**config.mk**
```make
export PLATFORM = sky130hd
export DESIGN_NAME = a64_move_constant_tracker_flat
export DESIGN_NICKNAME = d
export VERILOG_FILES = /design/src/sv/a64mct_pkg.sv /design/src/sv/a64mct_if.sv /design/src/sv/a64mct_ram.sv /design/src/sv/a64_move_constant_tracker.sv /design/src/flat_wrapper.sv
export SDC_FILE = /design/constraint.sdc
export NUM_CORES = 2
export LEC_CHECK = 0
export BUFFER_PORTS_ARGS = -buffer_cell sky130_fd_sc_hd__buf_2
export CAP_MARGIN = 20
export CELL_PAD_IN_SITES_DETAIL_PLACEMENT = 0
export CELL_PAD_IN_SITES_GLOBAL_PLACEMENT = 1
export CORE_AREA = 2 2 516 518
export CTS_BUF_LIST = sky130_fd_sc_hd__clkbuf_8
export DETAILED_ROUTE_END_ITERATION = 12
export DIE_AREA = 0 0 518 520
export GPL_TIMING_DRIVEN = 0
export PLACE_DENSITY = 0.71
export RECOVER_POWER = 50
export REMOVE_ABC_BUFFERS = 1
export SLEW_MARGIN = 20
export SYNTH_ARGS = -nofsm -noshare
export SYNTH_HDL_FRONTEND = slang
export SYNTH_SLANG_ARGS = --single-unit
```
**constraint.sdc**
```tcl
create_clock -name clk -period 8.8 [get_ports clk]
set_clock_uncertainty 0.1 [all_clocks]
set_input_delay 1.76 -clock clk [delete_from_list [all_inputs] [get_ports clk]]
set_output_delay 1.76 -clock clk [all_outputs]
set_load 0.005 [all_outputs]
```
**src/sv/a64mct_pkg.sv**
```systemverilog
package a64mct_pkg;

  localparam int WORD_W     = 32;
  localparam int VAL_W      = 64;
  localparam int STATUS_W   = 3;
  localparam int NREGS      = 32;
  localparam int REG_W      = 5;
  localparam int WINDOW_DEF = 16;

  localparam logic [WORD_W-1:0] MW_OP_MASK  = 32'h7F80_0000;
  localparam logic [WORD_W-1:0] OP_MOVN     = 32'h1280_0000;
  localparam logic [WORD_W-1:0] OP_MOVZ     = 32'h5280_0000;
  localparam logic [WORD_W-1:0] OP_MOVK     = 32'h7280_0000;
  localparam logic [WORD_W-1:0] RMOV_MASK   = 32'h7FE0_FFE0;
  localparam logic [WORD_W-1:0] RMOV_CODE   = 32'h2A00_03E0;
  localparam logic [WORD_W-1:0] PACGA_MASK  = 32'hFFE0_FC00;
  localparam logic [WORD_W-1:0] PACGA_CODE  = 32'h9AC0_3000;
  localparam logic [WORD_W-1:0] NOP_CODE    = 32'hD503_201F;
  localparam logic [15:0]       LANE_ONES   = 16'hFFFF;
  localparam logic [VAL_W-1:0]  LOW32_MASK  = 64'h0000_0000_FFFF_FFFF;
  localparam logic [REG_W-1:0]  REG_ZR      = 5'd31;

  typedef enum logic [STATUS_W-1:0] {
    ST_OK        = 3'd0,
    ST_NOT_PACGA = 3'd1,
    ST_REG31     = 3'd2,
    ST_NO_RUN    = 3'd3,
    ST_UNKNOWN   = 3'd4
  } status_t;

  typedef enum logic [2:0] {
    S_IDLE,
    S_HIST,
    S_DEC,
    S_APPLY,
    S_RDN,
    S_RDM,
    S_OUT
  } state_t;

  function automatic logic is_move_wide(input logic [WORD_W-1:0] w);
    logic [WORD_W-1:0] op;
    op = w & MW_OP_MASK;
    return (op == OP_MOVN) || (op == OP_MOVZ) || (op == OP_MOVK);
  endfunction

  function automatic logic is_reg_move(input logic [WORD_W-1:0] w);
    return (w & RMOV_MASK) == RMOV_CODE;
  endfunction

  function automatic logic is_block_word(input logic [WORD_W-1:0] w);
    return is_move_wide(w) || is_reg_move(w) || (w == NOP_CODE);
  endfunction

endpackage

```
**src/sv/a64mct_if.sv**
```systemverilog
interface a64mct_in_if;
  logic                              valid;
  logic                              ready;
  logic [a64mct_pkg::WORD_W-1:0]     instruction_word;
  logic                              resolve_here;

  modport source (output valid, output instruction_word, output resolve_here, input ready);
  modport sink   (input valid, input instruction_word, input resolve_here, output ready);
endinterface

interface a64mct_out_if;
  logic                              valid;
  logic                              ready;
  logic [a64mct_pkg::STATUS_W-1:0]   status;
  logic [a64mct_pkg::VAL_W-1:0]      data_value;
  logic [a64mct_pkg::VAL_W-1:0]      modifier_value;

  modport source (output valid, output status, output data_value, output modifier_value,
                  input ready);
  modport sink   (input valid, input status, input data_value, input modifier_value,
                  output ready);
endinterface

```
**src/sv/a64mct_ram.sv**
```systemverilog
module a64mct_ram #(
  parameter int WIDTH = 32,
  parameter int DEPTH = 16,
  parameter int AW    = (DEPTH > 1) ? $clog2(DEPTH) : 1
) (
  input  logic             clk,
  input  logic             we,
  input  logic [AW-1:0]    waddr,
  input  logic [WIDTH-1:0] wdata,
  input  logic [AW-1:0]    raddr,
  output logic [WIDTH-1:0] rdata
);

  logic [WIDTH-1:0] mem [DEPTH];
  logic [WIDTH-1:0] rdata_r;

  always_ff @(posedge clk) begin
    if (we) begin
      mem[waddr] <= wdata;
    end
    rdata_r <= mem[raddr];
  end

  assign rdata = rdata_r;

endmodule

```
**src/sv/a64_move_constant_tracker.sv**
```systemverilog
// Channel   Dir  Fields                                     Beat when
// in_ch     in   instruction_word[31:0], resolve_here       valid && ready
// out_ch    out  status[2:0], data_value[63:0],             valid && ready
//                modifier_value[63:0]
//
// A word without resolve_here is taken in idle, and the block stays in idle; in_ch.ready is high in idle.
// A resolve word that fails an early check goes straight to S_OUT; otherwise each
// run entry is replayed through S_HIST, S_DEC and S_APPLY: a history RAM read, a
// constant RAM read and a conditional constant RAM write, then S_RDN, S_RDM, S_OUT.
// Reset (rst_n low, synchronous) empties the run and clears all known flags.
// A held result stalls only the finish of the next resolve, not plain words.
module a64_move_constant_tracker #(
  parameter int WINDOW = a64mct_pkg::WINDOW_DEF
) (
  input  logic clk,
  input  logic rst_n,
  a64mct_in_if.sink    in_ch,
  a64mct_out_if.source out_ch
);
  import a64mct_pkg::*;

  localparam int AW = (WINDOW > 1) ? $clog2(WINDOW) : 1;
  localparam int LW = $clog2(WINDOW + 1);
  localparam logic [AW-1:0] LAST_IDX = AW'(WINDOW - 1);
  localparam logic [LW-1:0] WIN_LEN  = LW'(WINDOW);

  function automatic logic [AW-1:0] wrap_inc(input logic [AW-1:0] p);
    return (p == LAST_IDX) ? '0 : p + 1'b1;
  endfunction

  state_t            state_r, state_nxt;
  logic [AW-1:0]     head_r, head_nxt;
  logic [AW-1:0]     tail_r, tail_nxt;
  logic [LW-1:0]     len_r, len_nxt;
  logic [AW-1:0]     rptr_r, rptr_nxt;
  logic [LW-1:0]     cnt_r, cnt_nxt;
  logic [NREGS-1:0]  known_r, known_nxt;
  logic [WORD_W-1:0] pend_r, pend_nxt;
  logic [WORD_W-1:0] h_r, h_nxt;
  status_t           st_r, st_nxt;
  logic [VAL_W-1:0]  dval_r, dval_nxt;

  logic              out_valid_r, out_valid_nxt;
  status_t           out_status_r, out_status_nxt;
  logic [VAL_W-1:0]  out_data_r, out_data_nxt;
  logic [VAL_W-1:0]  out_mod_r, out_mod_nxt;

  logic              hist_we;
  logic [WORD_W-1:0] hist_wdata, hist_rdata;
  logic              cv_we;
  logic [REG_W-1:0]  cv_waddr, cv_raddr;
  logic [VAL_W-1:0]  cv_wdata, cv_rdata;

  logic              push_en;
  logic [WORD_W-1:0] push_word;
  logic              in_beat, out_free;

  logic [REG_W-1:0]  pn, pm, hd, hs, dd;
  logic [1:0]        lane;
  logic              wide;
  logic [VAL_W-1:0]  imm, lmask, wmask;
  logic [WORD_W-1:0] in_w;

  a64mct_ram #(.WIDTH(WORD_W), .DEPTH(WINDOW)) u_hist (
    .clk   (clk),
    .we    (hist_we),
    .waddr (tail_r),
    .wdata (hist_wdata),
    .raddr (rptr_r),
    .rdata (hist_rdata)
  );

  a64mct_ram #(.WIDTH(VAL_W), .DEPTH(NREGS)) u_cval (
    .clk   (clk),
    .we    (cv_we),
    .waddr (cv_waddr),
    .wdata (cv_wdata),
    .raddr (cv_raddr),
    .rdata (cv_rdata)
  );

  assign in_w     = in_ch.instruction_word;
  assign in_ch.ready = (state_r == S_IDLE);
  assign in_beat  = in_ch.valid && in_ch.ready;
  assign out_free = !out_valid_r || out_ch.ready;

  assign pn   = pend_r[9:5];
  assign pm   = pend_r[20:16];
  assign hd   = h_r[4:0];
  assign hs   = h_r[20:16];
  assign dd   = hist_rdata[4:0];
  assign lane = h_r[22:21];
  assign wide = h_r[31];
  assign imm   = {48'b0, h_r[20:5]} << {lane, 4'b0};
  assign lmask = {48'b0, LANE_ONES} << {lane, 4'b0};
  assign wmask = wide ? '1 : LOW32_MASK;

  always_comb begin
    state_nxt      = state_r;
    rptr_nxt       = rptr_r;
    cnt_nxt        = cnt_r;
    known_nxt      = known_r;
    pend_nxt       = pend_r;
    h_nxt          = h_r;
    st_nxt         = st_r;
    dval_nxt       = dval_r;
    out_valid_nxt  = out_valid_r && !out_ch.ready;
    out_status_nxt = out_status_r;
    out_data_nxt   = out_data_r;
    out_mod_nxt    = out_mod_r;
    push_en        = 1'b0;
    push_word      = in_w;
    cv_we          = 1'b0;
    cv_waddr       = hd;
    cv_wdata       = '0;
    cv_raddr       = pm;

    unique case (state_r)
      S_IDLE: begin
        if (in_beat) begin
          if (in_ch.resolve_here) begin
            pend_nxt = in_w;
            rptr_nxt = head_r;
            cnt_nxt  = len_r;
            st_nxt   = ST_OK;
            if ((in_w & PACGA_MASK) != PACGA_CODE) begin
              st_nxt    = ST_NOT_PACGA;
              state_nxt = S_OUT;
            end else if (in_w[9:5] == REG_ZR || in_w[20:16] == REG_ZR) begin
              st_nxt    = ST_REG31;
              state_nxt = S_OUT;
            end else if (len_r == '0) begin
              st_nxt    = ST_NO_RUN;
              state_nxt = S_OUT;
            end else begin
              known_nxt = '0;
              state_nxt = S_HIST;
            end
          end else begin
            push_en = 1'b1;
          end
        end
      end
      S_HIST: begin
        rptr_nxt  = wrap_inc(rptr_r);
        state_nxt = S_DEC;
      end
      S_DEC: begin
        h_nxt     = hist_rdata;
        cv_raddr  = is_reg_move(hist_rdata) ? hist_rdata[20:16] : dd;
        state_nxt = S_APPLY;
      end
      S_APPLY: begin
        if (is_move_wide(h_r)) begin
          if (!wide && lane[1]) begin
            known_nxt[hd] = 1'b0;
          end else if ((h_r & MW_OP_MASK) == OP_MOVZ) begin
            cv_we         = 1'b1;
            cv_wdata      = imm & wmask;
            known_nxt[hd] = 1'b1;
          end else if ((h_r & MW_OP_MASK) == OP_MOVN) begin
            cv_we         = 1'b1;
            cv_wdata      = ~imm & wmask;
            known_nxt[hd] = 1'b1;
          end else if (known_r[hd]) begin
            cv_we    = 1'b1;
            cv_wdata = ((cv_rdata & ~lmask) | imm) & wmask;
          end
        end else if (is_reg_move(h_r) && hd != REG_ZR) begin
          cv_we = 1'b1;
          if (hs == REG_ZR) begin
            cv_wdata      = '0;
            known_nxt[hd] = 1'b1;
          end else begin
            cv_wdata      = cv_rdata & wmask;
            known_nxt[hd] = known_r[hs];
          end
        end
        cnt_nxt   = cnt_r - 1'b1;
        state_nxt = (cnt_r == LW'(1)) ? S_RDN : S_HIST;
      end
      S_RDN: begin
        cv_raddr  = pn;
        state_nxt = S_RDM;
      end
      S_RDM: begin
        dval_nxt  = cv_rdata;
        state_nxt = S_OUT;
      end
      S_OUT: begin
        if (out_free) begin
          out_valid_nxt = 1'b1;
          out_data_nxt  = '0;
          out_mod_nxt   = '0;
          if (st_r != ST_OK) begin
            out_status_nxt = st_r;
          end else if (!known_r[pn] || !known_r[pm]) begin
            out_status_nxt = ST_UNKNOWN;
          end else begin
            out_status_nxt = ST_OK;
            out_data_nxt   = dval_r;
            out_mod_nxt    = cv_rdata;
          end
          push_en   = 1'b1;
          push_word = pend_r;
          state_nxt = S_IDLE;
        end
      end
      default: state_nxt = S_IDLE;
    endcase
  end

  // advance the run ring; drop the oldest when full, empty on a non-block word
  always_comb begin
    head_nxt   = head_r;
    tail_nxt   = tail_r;
    len_nxt    = len_r;
    hist_we    = 1'b0;
    hist_wdata = push_word;
    if (push_en) begin
      if (!is_block_word(push_word)) begin
        len_nxt  = '0;
        head_nxt = tail_r;
      end else begin
        hist_we  = 1'b1;
        tail_nxt = wrap_inc(tail_r);
        if (len_r == WIN_LEN) begin
          head_nxt = wrap_inc(head_r);
        end else begin
          len_nxt = len_r + 1'b1;
        end
      end
    end
  end

  always_ff @(posedge clk) begin
    if (!rst_n) begin
      state_r     <= S_IDLE;
      head_r      <= '0;
      tail_r      <= '0;
      len_r       <= '0;
      rptr_r      <= '0;
      cnt_r       <= '0;
      known_r     <= '0;
      st_r        <= ST_OK;
      out_valid_r <= 1'b0;
    end else begin
      state_r     <= state_nxt;
      head_r      <= head_nxt;
      tail_r      <= tail_nxt;
      len_r       <= len_nxt;
      rptr_r      <= rptr_nxt;
      cnt_r       <= cnt_nxt;
      known_r     <= known_nxt;
      st_r        <= st_nxt;
      out_valid_r <= out_valid_nxt;
    end
  end

  always_ff @(posedge clk) begin
    pend_r       <= pend_nxt;
    h_r          <= h_nxt;
    dval_r       <= dval_nxt;
    out_status_r <= out_status_nxt;
    out_data_r   <= out_data_nxt;
    out_mod_r    <= out_mod_nxt;
  end

  assign out_ch.valid          = out_valid_r;
  assign out_ch.status         = out_status_r;
  assign out_ch.data_value     = out_data_r;
  assign out_ch.modifier_value = out_mod_r;

  a_len_bound: assert property (@(posedge clk) disable iff (!rst_n)
    len_r <= WIN_LEN)
    else $error("run length beyond window");

  a_replay_nonempty: assert property (@(posedge clk) disable iff (!rst_n)
    (state_r == S_HIST && $past(state_r) == S_IDLE) |-> (cnt_r != '0))
    else $error("replay entered with empty run");

  a_ok_known: assert property (@(posedge clk) disable iff (!rst_n)
    (state_r == S_OUT && out_free && st_r == ST_OK && out_status_nxt == ST_OK)
      |-> (known_r[pn] && known_r[pm]))
    else $error("resolved with unknown operand");

  a_fail_zero: assert property (@(posedge clk) disable iff (!rst_n)
    (out_valid_r && out_status_r != ST_OK) |-> (out_data_r == '0 && out_mod_r == '0))
    else $error("nonzero operands on failed resolve");

  a_busy_no_push: assert property (@(posedge clk) disable iff (!rst_n)
    (state_r == S_HIST || state_r == S_DEC || state_r == S_APPLY) |-> !hist_we)
    else $error("run changed during replay");

endmodule
```
**src/flat_wrapper.sv**
```systemverilog
// flat-port wrapper written by rule: the top's interface ports become plain ports
module a64_move_constant_tracker_flat import a64mct_pkg::*;
#(
  parameter int WINDOW = a64mct_pkg::WINDOW_DEF
)
  (clk, rst_n, in_ch_valid, in_ch_instruction_word, in_ch_resolve_here, in_ch_ready, out_ch_valid, out_ch_status, out_ch_data_value, out_ch_modifier_value, out_ch_ready);
  a64mct_in_if in_ch_i ();
  a64mct_out_if out_ch_i ();
  input  logic clk;
  input  logic rst_n;
  input wire logic [$bits(in_ch_i.valid)-1:0] in_ch_valid;
  input wire logic [$bits(in_ch_i.instruction_word)-1:0] in_ch_instruction_word;
  input wire logic [$bits(in_ch_i.resolve_here)-1:0] in_ch_resolve_here;
  output wire logic [$bits(in_ch_i.ready)-1:0] in_ch_ready;
  output wire logic [$bits(out_ch_i.valid)-1:0] out_ch_valid;
  output wire logic [$bits(out_ch_i.status)-1:0] out_ch_status;
  output wire logic [$bits(out_ch_i.data_value)-1:0] out_ch_data_value;
  output wire logic [$bits(out_ch_i.modifier_value)-1:0] out_ch_modifier_value;
  input wire logic [$bits(out_ch_i.ready)-1:0] out_ch_ready;
  assign in_ch_i.valid = in_ch_valid;
  assign in_ch_i.instruction_word = in_ch_instruction_word;
  assign in_ch_i.resolve_here = in_ch_resolve_here;
  assign in_ch_ready = in_ch_i.ready;
  assign out_ch_valid = out_ch_i.valid;
  assign out_ch_status = out_ch_i.status;
  assign out_ch_data_value = out_ch_i.data_value;
  assign out_ch_modifier_value = out_ch_i.modifier_value;
  assign out_ch_i.ready = out_ch_ready;
  a64_move_constant_tracker #(.WINDOW(WINDOW)) u_core (.clk(clk), .rst_n(rst_n), .in_ch(in_ch_i), .out_ch(out_ch_i));
endmodule
```
# Word level (Yosys, flattened, before mapping)
# Memory sizes are Yosys's and may differ from the RTL's. A register that Yosys moved wholly into a read port is not among the register bits.
# Cells that the tools add are included.
[word_totals]
register_bits = 320
ram_bits = 2560
n_memories = 2
[memory_table]
columns = ["memory", "words", "word_bits", "read_ports", "rd_ports_with_merged_regs", "wr", "line", "text"]
rows = [
  ["u_core.u_cval.mem", 32, 64, 1, 1, 1, "a64mct_ram.sv:14", "logic [WIDTH-1:0] mem [DEPTH];"],
  ["u_core.u_hist.mem", 16, 32, 1, 1, 1, "a64mct_ram.sv:14", ""],
]
[op_classes]
addsub = 5
n_lt_le_gt_ge = 5
eq_ne = 36
n_shift = 2
muxes = 81
n_bitwise = 11
reduce_logical = 34
[op_table]
columns = ["cell", "n"]
rows = [
  ["$mux 64", 9],
  ["$mux 32", 13],
  ["$and 64x64->64", 5],
  ["$not 64->64", 2],
  ["$or 64x64->64", 1],
  ["$pmux 32 s2", 1],
  ["$shl 16x6->64", 1],
  ["$shl 16x6->64 const A", 1],
  ["$eq 21x20->1 const B", 3],
  ["$mux 3", 11],
  ["$and 32x32->32", 1],
  ["$bwmux 32", 1],
  ["$eq 32x32->1 const B", 1],
  ["$eq 8x8->1 const B", 4],
  ["$not 32->32", 1],
  ["$or 32x32->32", 1],
  ["$mux 4", 7],
  ["$mux 5", 5],
  ["$lt 5x6->1 const B", 4],
  ["$mux 1", 23],
  ["$pmux 3 s7", 1],
  ["$bmux 1 s5", 4],
  ["$eq 5x5->1 const B", 4],
  ["$pmux 5 s2", 2],
  ["other kinds (31)", 68],
]

# Depth between registers and ports, before layout
[depth]
ltp_word = 13
depth_mapped = 15

# Hierarchy
# A second synthesis with hierarchy kept.
[unflattened]
cells_unflattened = 5398
area_unflattened_um2 = 115047.8
[modules_own_cells]
columns = ["mod", "instances", "cells_each", "area_per_inst_um2", "seq_area_each_um2"]
rows = [
  ["a64mct_ram at u_core.u_cval", 1, 3096, 78964.5, 62780.2],
  ["a64mct_ram at u_core.u_hist", 1, 838, 19835.3, 16015.4],
  ["a64_move_constant_tracker", 1, 1464, 16248.1, 8978.6],
]

# Worst setup path after synthesis
# Ideal clock, no wire load.
[synth_path]
path_type = "input port to flip-flop"
startpoint = "input port out_ch_ready"
endpoint = "memory u_core.u_hist.mem[0][22] (data pin)"
setup_time_ns = 0.186
t_arrival_ns = 7.025
required_ns = 8.514
setup_slack_ns = 1.489
path_stages = 5
path_cell_list = "nand2b_1 -> nor2b_1 -> buf_2 -> buf_1 -> mux2_2"
[synth_between]
elab_chain_len = 3
[synth_lines]
columns = ["item", "line", "text"]
rows = [
  ["start: declaration", "flat_wrapper.sv:19", "input wire logic [$bits(out_ch_i.ready)-1:0] out_ch_ready;"],
  ["$logic_or 1x1->1", "a64_move_constant_tracker.sv:85", "assign out_free = !out_valid_r || out_ch.ready;"],
  ["$mux 32", "a64_move_constant_tracker.sv:191", "if (out_free) begin"],
  ["$mux 32", "a64_move_constant_tracker.sv:118", "unique case (state_r)"],
  ["via u_core.hist_wdata[22]", "a64_move_constant_tracker.sv:49", "logic [WORD_W-1:0] hist_wdata, hist_rdata;"],
  ["end: declaration", "a64mct_ram.sv:14", ""],
]
# The timed path passes the listed nets, and every way through them passes these cells.

# Worst setup path after layout
[layout_path]
startpoint = "register u_core.h_r[22]"
endpoint = "memory u_core.u_cval.mem[20][4] (netlist bit), enable pin"
[layout_between]
elab_chain_len = 7
[layout_lines]
columns = ["item", "line", "text"]
rows = [
  ["start: declaration", "a64_move_constant_tracker.sv:39", "logic [WORD_W-1:0] h_r, h_nxt;"],
  ["start signal: assignment", "a64_move_constant_tracker.sv:262", "h_r <= h_nxt;"],
  ["$eq 21x20->1", "a64mct_pkg.sv:48", "return (w & RMOV_MASK) == RMOV_CODE;"],
  ["$logic_and 1x1->1", "a64_move_constant_tracker.sv:169", "end else if (is_reg_move(h_r) && hd != REG_ZR) begin"],
  ["$mux 1", "a64_move_constant_tracker.sv:169", ""],
  ["$mux 1 *", "a64_move_constant_tracker.sv:154", "if (is_move_wide(h_r)) begin"],
  ["$mux 1 *", "a64_move_constant_tracker.sv:118", ""],
  ["$mux 1 *", "a64mct_ram.sv:18", "if (we) begin"],
  ["$mux 1 (implied by the code) *", "a64mct_ram.sv:19", "mem[waddr] <= wdata;"],
  ["end: declaration", "a64mct_ram.sv:14", ""],
]
# Mark *: on every way between the ends. The rest lies on a longest branch, timed or not.

==> impl_metrics.env <==
export IMPL_outcome="complete, but fails checks"
export IMPL_root_buffer="clkbuf_8"
export IMPL_crit_chain="or2_0, nor2_4, nand2_1, nor4_1, o21ai_0, o21bai_1, nor3_1, clkbuf_1, buf_6, buf_4, buf_4, buf_4, buf_4"
export IMPL_yosys_warnings=0
export IMPL_cp_end_kind="flip-flop"
export IMPL_synth_top_cell_area_share_pct=71.6
export IMPL_worstRegToRegCells=13
export IMPL_power_frac_seq_pct=40.4
export IMPL_synth_commonest_cells="2819 x edfxtp_1, 1843 x nand2_1, 552 x nand3_1, 460 x a21oi_1, 237 x clkbuf_1"
export IMPL_fmax_ghz=0.133
export IMPL_synthDistinctLibCells=84
export IMPL_synth_edf_count=2819
export IMPL_drtAntennaViolNets=0
export IMPL_p_int_mw=26.6
export IMPL_routed_wl_um=351000
export IMPL_maxCapViolations=33
export IMPL_insertion_delay_ps=1120
export IMPL_finalNetCount=8978
export IMPL_cts_buffer_depth=4
export IMPL_final_hold_viol_count=0
export IMPL_rsz0062_at_grt="no"
export IMPL_synth_largest_area_cell="edfxtp_1"
export IMPL_grt_pass1_vias=72543
export IMPL_cts_resized=0
export IMPL_ioPinCount=170
export IMPL_via_per_inst=5.87
export IMPL_critPathKind="reg2reg"
export IMPL_tightest_slew_ps=3170
export IMPL_ys_top_cells_by_area="edfxtp_1 72%, nand2_1 5.9%, mux4_2 4.4%"
export IMPL_clock_sinks=2975
export IMPL_cts_max_level=5
export IMPL_grt_overflow=0
export IMPL_power_frac_comb_pct=32.6
export IMPL_netlist_instances=8157
export IMPL_antenna_found_initial=11
export IMPL_synth_async_sr_flop_share_pct=0
export IMPL_slew_viol_final=806
export IMPL_multi_input_area_um2=28300
export IMPL_grt_pass1_wl_um=500000
export IMPL_finalCriticalPeriod_ps=7510
export IMPL_die_h_um=520
export IMPL_switchingPower_mw=15.2
export IMPL_maxSlewHeadroom_pct=-111
export IMPL_setup_tns_final_ps=0
export IMPL_gp_congestion=0.774
export IMPL_start_util_pct=44.8
export IMPL_path_max_fanout=14
export IMPL_violations="max-capacitance violations, max-slew violations"
export IMPL_critPathMostFrequentCell="buf_4"
export IMPL_r2r_start="u_core.h_r[22]"
export IMPL_area_delta_synth_final_pct=15.9
export IMPL_crit_start="u_core.h_r[22]"
export IMPL_ir_worst_vdd_mv=0.351
export IMPL_postCtsHoldBufs=0
export IMPL_avgSynthCellArea_um2=14.5
export IMPL_rrSetupSlack_ps=1290
export IMPL_final_util_pct=51.9
export IMPL_vias=75592
export IMPL_place_hpwl_um=230000
export IMPL_required_ps=9430
export IMPL_netSwitchingFraction_pct=36.3
export IMPL_drive_gt1_share_pct=17.0
export IMPL_crit_arrival_ps=8140
export IMPL_clk_pin_slew_worst_paths_ps=60
export IMPL_setup_viol=0
export IMPL_cts_made_buffers=469
export IMPL_crit_slowest_cell="nor2_4"
export IMPL_clockPowerShare_pct=27.0
export IMPL_fill_cells=21940
export IMPL_seqCellArea_um2=87800
export IMPL_wire_per_inst_um=27.3
export IMPL_leakage_nw=45.2
export IMPL_seq_area_frac_synth_pct=74.3
export IMPL_cp_slowest_stage_delay_ps=1140
export IMPL_grt_max_degree=107
export IMPL_hold_path_class="reg2reg"
export IMPL_first_pass_iters=8
export IMPL_postCtsSetupBuffers=0
export IMPL_synth_area_um2=118000
export IMPL_reg2reg_to="u_core.u_cval.mem[20][4]"
export IMPL_die_w_um=518
export IMPL_post_synth_top_count_cell="edfxtp_1"
export IMPL_rows=189
export IMPL_ys_ff_latch=2975
export IMPL_grt_usage_pct=25.3
export IMPL_drtIter0Drc=9730
export IMPL_die_area_um2=269000
export IMPL_ys_flop_type="edfxtp_1"
export IMPL_drc=0
export IMPL_power_per_cell_area_nw_per_um2=305
export IMPL_min_period_over_period_pct=85.4
export IMPL_cts_tree="yes"
export IMPL_port_buffers=169
export IMPL_cp_start_kind="flip-flop"
export IMPL_core_um2=264000
export IMPL_crit_end="u_core.u_cval.mem[20][4]"
-- registers in the layout, indices dropped and copies added, names as in the netlist --
signal,flops
u_core.out_ch.data_value,64
u_core.known_r,32
u_core.u_hist.rdata,32
u_core.head_r,4
u_core.rptr_r,4
u_core.state_r,3
u_core.h_r,32
u_core.len_r,5
u_core.out_ch.valid,1
u_core.st_r,2
u_core.cnt_r,5
u_core.dval_r,64
u_core.out_ch.modifier_value,64
u_core.tail_r,4
u_core.out_ch.status,3
u_core.u_hist.mem,512
u_core.u_cval.rdata,64
u_core.u_cval.mem,2048
u_core.pend_r,32
-- cell families (layout without fill, tap and decap cells) --
logic type               Yosys count  in the layout  share of synthesized area [%]
XOR/XNOR                          21             21                          0.156
AO/OA/AOI/OAI                   1051           1051                           5.49
buffers and inverters            551           1732                           2.20
adder cells (fa/ha/maj)           10             10                          0.106
other                              0              3                              0
AND/OR/NAND/NOR                 3135           3135                           11.8
flip-flops                      2975           2975                           74.3
multiplexers                     414            414                           6.01
-- layout make-up --
cell class              count  area share, %
diodes                      3        0.00548
clock buffers             526           5.29
clock inverters           352           1.32
inverters                  16         0.0448
multi-input cells        4631           20.7
flip-flops and latches   2975           64.1
well taps                3533           3.23
repair buffers            838           5.33
-- routing by layer --
layer	routed length, µm	GRT usage [%]	vias up
met5	73	0	-
met1	140000	35.3	38126
met3	36200	5.40	841
met4	15600	9.84	6
met2	159000	39.1	4257
li1	-	-	32362
-- power by group through the flow --
stage,registers (mW),logic [mW],clock network [mW]
2_1_floorplan,16.6,10.5,0
3_3_place_gp,17.3,11.9,0
3_5_place_dp,17.1,13.6,0
4_1_cts,16.8,13.6,11.4
5_1_grt,16.9,14.7,12.0
6_report,16.9,13.6,11.3
-- critical path: cells and delay by family (launching register included) --
| family | cells | cell delay [ps] |
|---|---|---|
| compound gates | 2 | 880 |
| buf+inv | 6 | 1600 |
| flops | 1 | 620 |
| simple gates | 5 | 3960 |
-- stage by stage --
step	std cells	cell area (µm²)	hold WS [ps]	power, mW	setup slack [ps]
after floorplan	7622	116000	286	27.1	-6470
after global placement	11324	121000	315	29.3	-23510
after detailed placement	11992	129000	323	30.7	2720
after CTS	12870	139000	344	41.9	2750
after global routing	12874	137000	352	43.6	1350
final	12874	137000	327	41.7	1290
-- cells in the final DEF, fill, tap and decap left out, types with 33 or more instances in the layout --
cell,instances
edfxtp_1,2819
inv_1,231
clkinv_1,66
mux2i_1,123
nor2_1,183
clkbuf_1,217
dfxtp_1,153
nand3_1,548
a21oi_1,456
a31oi_1,131
nand2_1,1830
buf_2,88
and3_1,136
or4_1,40
and2_1,50
o21ai_0,109
clkinv_2,35
and2_0,85
mux4_2,230
buf_6,103
buf_4,309
nor4_1,56
buf_8,33
o22ai_1,78
buf_16,47
clkbuf_8,526
nor3_1,47
buf_12,38
-- worst min path at each step --
stage / from / to / slack [ps] / cells past startpoint
2_1_floorplan: u_core.u_hist.rdata[31] / u_core.h_r[31] / 290 / 0
3_3_place_gp: u_core.u_hist.rdata[27] / u_core.h_r[27] / 310 / 0
3_5_place_dp: u_core.u_hist.rdata[9] / u_core.h_r[9] / 320 / 0
4_1_cts: u_core.u_hist.rdata[27] / u_core.h_r[27] / 340 / 0
5_1_grt: u_core.u_hist.rdata[19] / u_core.h_r[19] / 350 / 0
6_report: u_core.u_hist.rdata[9] / u_core.h_r[9] / 330 / 0
Note: power is estimated with default switching activity, not from simulation.
